### src/rtl/tdf_pkg.sv
// ----------------------------------------------------------------------------
// Trial division factorizer package
// Shared widths, constants and the record types passed between the modules.
// ----------------------------------------------------------------------------
package tdf_pkg;

  // Width of the number to factor and of each factor.
  localparam int unsigned WIDTH = 32;

  // Upper bound on the results given for one request.
  localparam int unsigned MAX_RESULTS = 31;

  // Counter widths.
  localparam int unsigned CNT_W  = $clog2(MAX_RESULTS);
  localparam int unsigned STEP_W = $clog2(WIDTH);

  // Trial divisors run 2, 3, 5, 7, ...
  localparam logic [WIDTH-1:0] FIRST_DIVISOR = WIDTH'(2);
  localparam logic [WIDTH-1:0] FIRST_ODD     = WIDTH'(3);
  localparam logic [WIDTH-1:0] ODD_STEP      = WIDTH'(2);

  // Status and results of the serial divider.
  typedef struct packed {
    logic             done;
    logic [WIDTH-1:0] quo;
    logic [WIDTH-1:0] rem;
  } div_res_t;

  // One result request.
  typedef struct packed {
    logic [WIDTH-1:0] factor;
    logic             last;
    logic             error;
  } res_t;

endpackage

### src/rtl/tdf_divider.sv
// ----------------------------------------------------------------------------
// Serial divider
// Restoring binary long division, one quotient bit per cycle.
// ----------------------------------------------------------------------------
module tdf_divider (
  input  logic                     clk,
  input  logic                     rst_n,
  input  logic                     start,
  input  logic [tdf_pkg::WIDTH-1:0] dividend,
  input  logic [tdf_pkg::WIDTH-1:0] divisor,
  output tdf_pkg::div_res_t        res
);

  logic                          busy_r;
  logic                          done_r;
  logic [tdf_pkg::STEP_W-1:0]    step_r;
  logic [tdf_pkg::WIDTH-1:0]     part_r;
  logic [tdf_pkg::WIDTH-1:0]     quo_r;
  logic [tdf_pkg::WIDTH:0]       trial;
  logic [tdf_pkg::WIDTH:0]       diff;

  // Bring down the next dividend bit and try one subtraction.
  assign trial = {part_r, quo_r[tdf_pkg::WIDTH-1]};
  assign diff  = trial - {1'b0, divisor};

  // Control: a fixed run of WIDTH steps, then a one-cycle done pulse.
  always_ff @(posedge clk) begin
    if (!rst_n) begin
      busy_r <= 1'b0;
      done_r <= 1'b0;
      step_r <= '0;
    end else begin
      done_r <= 1'b0;
      if (start) begin
        busy_r <= 1'b1;
        step_r <= '0;
      end else if (busy_r) begin
        step_r <= step_r + 1'b1;
        if (step_r == tdf_pkg::STEP_W'(tdf_pkg::WIDTH - 1)) begin
          busy_r <= 1'b0;
          done_r <= 1'b1;
        end
      end
    end
  end

  // Datapath: partial remainder and the dividend/quotient shift register.
  always_ff @(posedge clk) begin
    if (start) begin
      part_r <= '0;
      quo_r  <= dividend;
    end else if (busy_r) begin
      if (!diff[tdf_pkg::WIDTH]) begin
        part_r <= diff[tdf_pkg::WIDTH-1:0];
      end else begin
        part_r <= trial[tdf_pkg::WIDTH-1:0];
      end
      quo_r <= {quo_r[tdf_pkg::WIDTH-2:0], ~diff[tdf_pkg::WIDTH]};
    end
  end

  assign res.done = done_r;
  assign res.quo  = quo_r;
  assign res.rem  = part_r;

endmodule

### src/rtl/tdf_out_reg.sv
// ----------------------------------------------------------------------------
// Result output register
// Holds one result request so the search never drives the port directly.
// ----------------------------------------------------------------------------
module tdf_out_reg (
  input  logic                      clk,
  input  logic                      rst_n,
  input  logic                      push_valid,
  input  tdf_pkg::res_t             push_data,
  output logic                      push_ready,
  output logic                      out_valid,
  input  logic                      out_ready,
  output logic [tdf_pkg::WIDTH-1:0] out_factor,
  output logic                      out_last,
  output logic                      out_error
);

  logic          valid_r;
  tdf_pkg::res_t data_r;

  // The slot is free when empty or being drained this cycle.
  assign push_ready = !valid_r || out_ready;

  always_ff @(posedge clk) begin
    if (!rst_n) begin
      valid_r <= 1'b0;
    end else if (push_ready) begin
      valid_r <= push_valid;
    end
  end

  always_ff @(posedge clk) begin
    if (push_ready && push_valid) begin
      data_r <= push_data;
    end
  end

  assign out_valid  = valid_r;
  assign out_factor = data_r.factor;
  assign out_last   = data_r.last;
  assign out_error  = data_r.error;

endmodule

### src/rtl/trial_division_factorizer.sv
// Each trial divisor takes a start state, 32 divider steps and a decision on the
// divider's done pulse; each emitted factor adds an emit state that waits for room.
// Worst case is near 32768 odd divisors per request.
// The serial divider, one quotient bit per cycle, sets the cost of each trial divisor.
// One request is worked on at a time; a new one is taken once the last is queued.
// Reset (synchronous, active low) returns the controller to idle and empties the output.
// ----------------------------------------------------------------------------
// Trial division factorizer
// Emits a number's prime factors in nondecreasing order, last one marked; below two, an error.
// ----------------------------------------------------------------------------
module trial_division_factorizer (
  input  logic                      clk,
  input  logic                      rst_n,
  input  logic                      in_valid,
  output logic                      in_ready,
  input  logic [tdf_pkg::WIDTH-1:0] in_number,
  output logic                      out_valid,
  input  logic                      out_ready,
  output logic [tdf_pkg::WIDTH-1:0] out_factor,
  output logic                      out_last,
  output logic                      out_error
);

  localparam logic [1:0] S_IDLE  = 2'd0;
  localparam logic [1:0] S_START = 2'd1;
  localparam logic [1:0] S_DIV   = 2'd2;
  localparam logic [1:0] S_EMIT  = 2'd3;

  logic [1:0]                 state_r, state_nxt;
  logic [tdf_pkg::WIDTH-1:0]  rem_r, rem_nxt;
  logic [tdf_pkg::WIDTH-1:0]  div_r, div_nxt;
  logic [tdf_pkg::CNT_W-1:0]  cnt_r, cnt_nxt;
  tdf_pkg::res_t              pend_r, pend_nxt;
  tdf_pkg::div_res_t          div_res;
  logic                       push_ready;
  logic                       push_valid;
  logic                       div_start;

  tdf_divider u_divider (
    .clk      (clk),
    .rst_n    (rst_n),
    .start    (div_start),
    .dividend (rem_r),
    .divisor  (div_r),
    .res      (div_res)
  );

  tdf_out_reg u_out_reg (
    .clk        (clk),
    .rst_n      (rst_n),
    .push_valid (push_valid),
    .push_data  (pend_r),
    .push_ready (push_ready),
    .out_valid  (out_valid),
    .out_ready  (out_ready),
    .out_factor (out_factor),
    .out_last   (out_last),
    .out_error  (out_error)
  );

  assign in_ready   = (state_r == S_IDLE);
  assign div_start  = (state_r == S_START);
  assign push_valid = (state_r == S_EMIT);

  // Search controller. The divider's quotient doubles as the square test:
  // the search ends once the quotient falls below the divisor or the result cap is hit.
  always_comb begin
    state_nxt = state_r;
    rem_nxt   = rem_r;
    div_nxt   = div_r;
    cnt_nxt   = cnt_r;
    pend_nxt  = pend_r;
    unique case (state_r)
      S_IDLE: begin
        if (in_valid) begin
          rem_nxt = in_number;
          div_nxt = tdf_pkg::FIRST_DIVISOR;
          cnt_nxt = '0;
          if (in_number < tdf_pkg::FIRST_DIVISOR) begin
            pend_nxt  = '{factor: '0, last: 1'b1, error: 1'b1};
            state_nxt = S_EMIT;
          end else begin
            state_nxt = S_START;
          end
        end
      end
      S_START: begin
        state_nxt = S_DIV;
      end
      S_DIV: begin
        if (div_res.done) begin
          if ((div_res.quo < div_r) ||
              (cnt_r == tdf_pkg::CNT_W'(tdf_pkg::MAX_RESULTS - 1))) begin
            // The remainder left over is the final factor.
            pend_nxt  = '{factor: rem_r, last: 1'b1, error: 1'b0};
            state_nxt = S_EMIT;
          end else if (div_res.rem == '0) begin
            // Divides: emit it and retry the same divisor on the quotient.
            pend_nxt  = '{factor: div_r, last: 1'b0, error: 1'b0};
            rem_nxt   = div_res.quo;
            cnt_nxt   = cnt_r + 1'b1;
            state_nxt = S_EMIT;
          end else begin
            if (div_r == tdf_pkg::FIRST_DIVISOR) begin
              div_nxt = tdf_pkg::FIRST_ODD;
            end else begin
              div_nxt = div_r + tdf_pkg::ODD_STEP;
            end
            state_nxt = S_START;
          end
        end
      end
      S_EMIT: begin
        if (push_ready) begin
          state_nxt = pend_r.last ? S_IDLE : S_START;
        end
      end
      default: begin
        state_nxt = S_IDLE;
      end
    endcase
  end

  always_ff @(posedge clk) begin
    if (!rst_n) begin
      state_r <= S_IDLE;
    end else begin
      state_r <= state_nxt;
    end
  end

  always_ff @(posedge clk) begin
    rem_r  <= rem_nxt;
    div_r  <= div_nxt;
    cnt_r  <= cnt_nxt;
    pend_r <= pend_nxt;
  end

  // The divider only reports back while the controller waits for it.
  a_done_in_div: assert property (@(posedge clk) disable iff (!rst_n)
    div_res.done |-> (state_r == S_DIV))
    else $error("divider finished outside the divide state");

  // Trial divisors are two or odd.
  a_divisor_odd: assert property (@(posedge clk) disable iff (!rst_n)
    (state_r == S_DIV) |-> ((div_r == tdf_pkg::FIRST_DIVISOR) || div_r[0]))
    else $error("even trial divisor above two");

  // An error result always closes its request.
  a_error_last: assert property (@(posedge clk) disable iff (!rst_n)
    out_valid && out_error |-> out_last)
    else $error("error result not marked last");

  // A taken request blocks the input until its results are queued.
  a_one_request: assert property (@(posedge clk) disable iff (!rst_n)
    in_valid && in_ready |=> !in_ready)
    else $error("input taken while a request is in progress");

endmodule
### config.mk
export PLATFORM = sky130hd
export DESIGN_NAME = trial_division_factorizer
export DESIGN_NICKNAME = d
export VERILOG_FILES = /design/src/rtl/tdf_pkg.sv /design/src/rtl/tdf_divider.sv /design/src/rtl/tdf_out_reg.sv /design/src/rtl/trial_division_factorizer.sv
export SDC_FILE = /design/constraint.sdc
export NUM_CORES = 1
export LEC_CHECK = 0
export BUFFER_PORTS_ARGS = -buffer_cell sky130_fd_sc_hd__buf_2
export CORE_ASPECT_RATIO = 1.1
export CORE_MARGIN = 5
export CORE_UTILIZATION = 50
export CTS_BUF_LIST = sky130_fd_sc_hd__clkbuf_8
export DETAILED_ROUTE_END_ITERATION = 8
export PLACE_DENSITY = 0.74
export SKIP_LAST_GASP = 1
export SYNTH_ARGS = -nofsm -noshare
export SYNTH_HDL_FRONTEND = slang
export SYNTH_SLANG_ARGS = --single-unit
### constraint.sdc
create_clock -name clk -period 5.95 [get_ports clk]
set_input_delay 1.19 -clock clk [delete_from_list [all_inputs] [get_ports clk]]
set_output_delay 1.19 -clock clk [all_outputs]
set_load 0.05 [all_outputs]
==> results.toml <==
[status]
outcome = "finished clean"

[clock_network]
cts.clk_slew.worst_paths_ns = 0.07
numCtsBuffers = 35
cts_root_buf = "clkbuf_8"
ctsHoldBuffers = 0
cts_tree = "yes"
post_cts_resized = 0
cts_sinks = 211
htreeDepth = 2
cts_buffer_depth = 3
clock_latency_ns = 0.53
cts_setup_buffers = 0

[synthesis]
synth_xor_area_share_pct = 4.98
netlist_area_sq_um = 11600
synth_top_family_by_area = "simple AND/OR/NAND/NOR gates"
ys_warn_count = 0
syn_inst = 1159
ys_seq_area_share_pct = 51.0
synth-simple-area-share_pct = 18.5
yosysUniqueCellTypes = 63
async_flop_share_pct = 0
synth_fa_ha_area_share_pct = 7.51
synth_top_flop_cell = "edfxtp_1"
synthMuxAreaShare_pct = 2.26
synth-compound-area-share_pct = 12.6
avgSynthCellArea_sq_um = 10.0
synth_edf_count = 169
synth.net_count = 1264
ys_ff_latch = 211

[placement]
gp_congestion = 0.921
port_buffers = 71
post-dp-hpwl_um = 20800

[critical_path]
path_buf_inv = 1
cpPeakStageDelay_ns = 0.97
cp.required_ns = 6.10
cpLargestDelayFamily = "compound AO/OA/AOI/OAI gates"
crit_type = "register to register"
worst_path_max_delay_cell = "o221a_2"
worstSetupStartpointType = "register"
path_max_fanout = 34
worstPathArrival_ns = 4.24
endpoint_kind = "register"
critical_path.cell_chain = "inv_1 -> ha_1 -> a21o_1 -> a21o_1 -> a21oi_1 -> o21ai_0 -> a21oi_1 -> a21boi_0 -> nor3_2 -> o221a_2"
r2r_slack_ns = 1.86

[finish]
n_antenna_cell = 0
syn_to_final_growth_pct = 11.4
nets = 1333
final_common_cell = "nand2_1"
final_cell_mix = "nand2_1, edfxtp_1, nor2_1, buf_2, ha_1"
drive_above_1_share_pct = 12.4

[global_routing]
grt_pass1_wl_um = 45900
grt_pass1_vias = 8613
antenna_found_initial = 0
gr-total-overflow = 0
grt_max_degree = 74
grtUsageTotal_pct = 21.8

[floorplan]
fp.dieW_um = 155
initial_core_util_pct = 50.7
io_pins = 72
dieArea_sq_um = 26400
coreArea_sq_um = 22900
die_h_um = 170
rows = 58

[routing]
drt_pre_antenna_iters = 5
drt-vias-per-instance = 5.86
drt_first_iter_violations = 788
met2_length_um = 13900
dr_wl_met3_um = 2240
m1WireLength_um = 12200
ant_nets = 0
wl_per_cell_um = 18.8
top_layer_used = "met4"
drc = 0
vias = 9110
totalWireLength_um = 29300

[timing]
min_period_over_period_pct = 68.8
worst_pin_slew_ns = 1.14
rsz0062_at_grt = "no"
layout_min_cycle_time_ns = 4.09
clock.fmax_ghz = 0.244
setup_tns_ns = 0
skew_ns = 0.0251
slew_headroom_pct = 23.4
finalSetupViolCount = 0
report.final.slew_viol_count = 0
finalHoldViolations = 0

[power]
peakVddDrop_v = 0.000164
p_total_mw = 5.74
p_leak_nw = 5.16
p_per_area_nw_per_um2 = 444

[hold_path]
min_path_type = "register to register"

[job]
maxCapViolations = 0
[routing by layer]
metal / vias to the layer above / GRT usage (%)
met5: - / 0
met4: 0 / 7.19
met3: 69 / 3.72
met2: 374 / 36.4
met1: 4312 / 29.0
li1: 4355 / -
[path summary, 6_finish.rpt]
path | startpoint | end | cells after the start
worst max register to register | div_r[21] | pend_r[9] | 10
worst max-delay path | div_r[21] | pend_r[9] | 10
worst min register to register | pend_r[22] | u_out_reg.out_factor[20] | 0
worst min-delay path | pend_r[22] | u_out_reg.out_factor[20] | 0
[through the flow]
| step | cell area, sq um | setup WS, ns | util [%] | hold slack, ns | instances |
|---|---|---|---|---|---|
| 2_1_floorplan | 11600 | 1.07 | - | 0.400 | 1159 |
| 3_3_place_gp | 12200 | 1.98 | 53.6 | 0.401 | 1491 |
| 3_5_place_dp | 12200 | 1.89 | 53.6 | 0.405 | 1491 |
| 4_1_cts | 12900 | 1.86 | 56.6 | 0.419 | 1554 |
| 5_1_grt | 12900 | 1.64 | 56.6 | 0.421 | 1554 |
| 6_report | 12900 | 1.86 | 56.6 | 0.420 | 1554 |
[state kept, by name, indices dropped and copies added (netlist names)]
signal                flops
u_out_reg.out_error       1
u_divider.done_r          1
u_divider.step_r          5
div_r                    32
pend_r                   34
u_out_reg.out_factor     32
rem_r                    32
state_r                   2
u_divider.busy_r          1
u_divider.quo_r          32
u_out_reg.out_valid       1
cnt_r                     5
u_divider.part_r         32
u_out_reg.out_last        1
[worst reg2reg max path, delay by kind of cell (launching register included)]
family,cells,cell delay (ns)
flops,1,0.45
fa+ha+maj,1,0.28
buf+inv,1,0.19
compound gates,7,1.83
simple gates,1,0.96
[power by group]
part	leakage (nW)	switching, mW	internal, mW
combinational	2.85	1.41	0.922
sequential	1.93	0.237	1.89
clock	0.375	0.604	0.672
total	5.16	2.25	3.49
[cell families after synthesis]
| family | Yosys count |
|---|---|
| adders and majority gates | 69 |
| buffers and inverters | 92 |
| and+or+nand+nor | 473 |
| xor gates and xnor gates | 63 |
| DFF | 211 |
| AOI/OAI and AO/OA | 225 |
| muxes | 26 |
[layout make-up]
type                            count  area [sq um]
Clock buffer                       37           509
Clock inverter                     26           178
Fill cell                        1959          9930
Inverter                           42           158
Multi-Input combinational cell    856          5350
Sequential cell                   211          5920
Tap cell                          300           375
Timing Repair Buffer               82           438
[synthesized netlist by cell type, types with 10 or more instances]
| cell type | number | area [sq um] |
|---|---|---|
| a21o_1 | 21 | 158 |
| nand2_1 | 230 | 863 |
| xor2_1 | 16 | 140 |
| nor3_1 | 18 | 90.1 |
| mux2i_1 | 24 | 240 |
| ha_1 | 68 | 851 |
| clkbuf_1 | 43 | 161 |
| nor4_1 | 25 | 156 |
| inv_1 | 41 | 154 |
| o31ai_1 | 34 | 255 |
| o21ai_0 | 44 | 220 |
| dfxtp_1 | 42 | 841 |
| nand3_1 | 55 | 275 |
| and3_1 | 10 | 62.6 |
| nand4_1 | 21 | 131 |
| xnor2_1 | 45 | 394 |
| nand2b_1 | 10 | 62.6 |
| edfxtp_1 | 169 | 5070 |
| a21oi_1 | 57 | 285 |
| nor2_1 | 73 | 274 |
No activity file was read; power rests on OpenSTA's default activity.
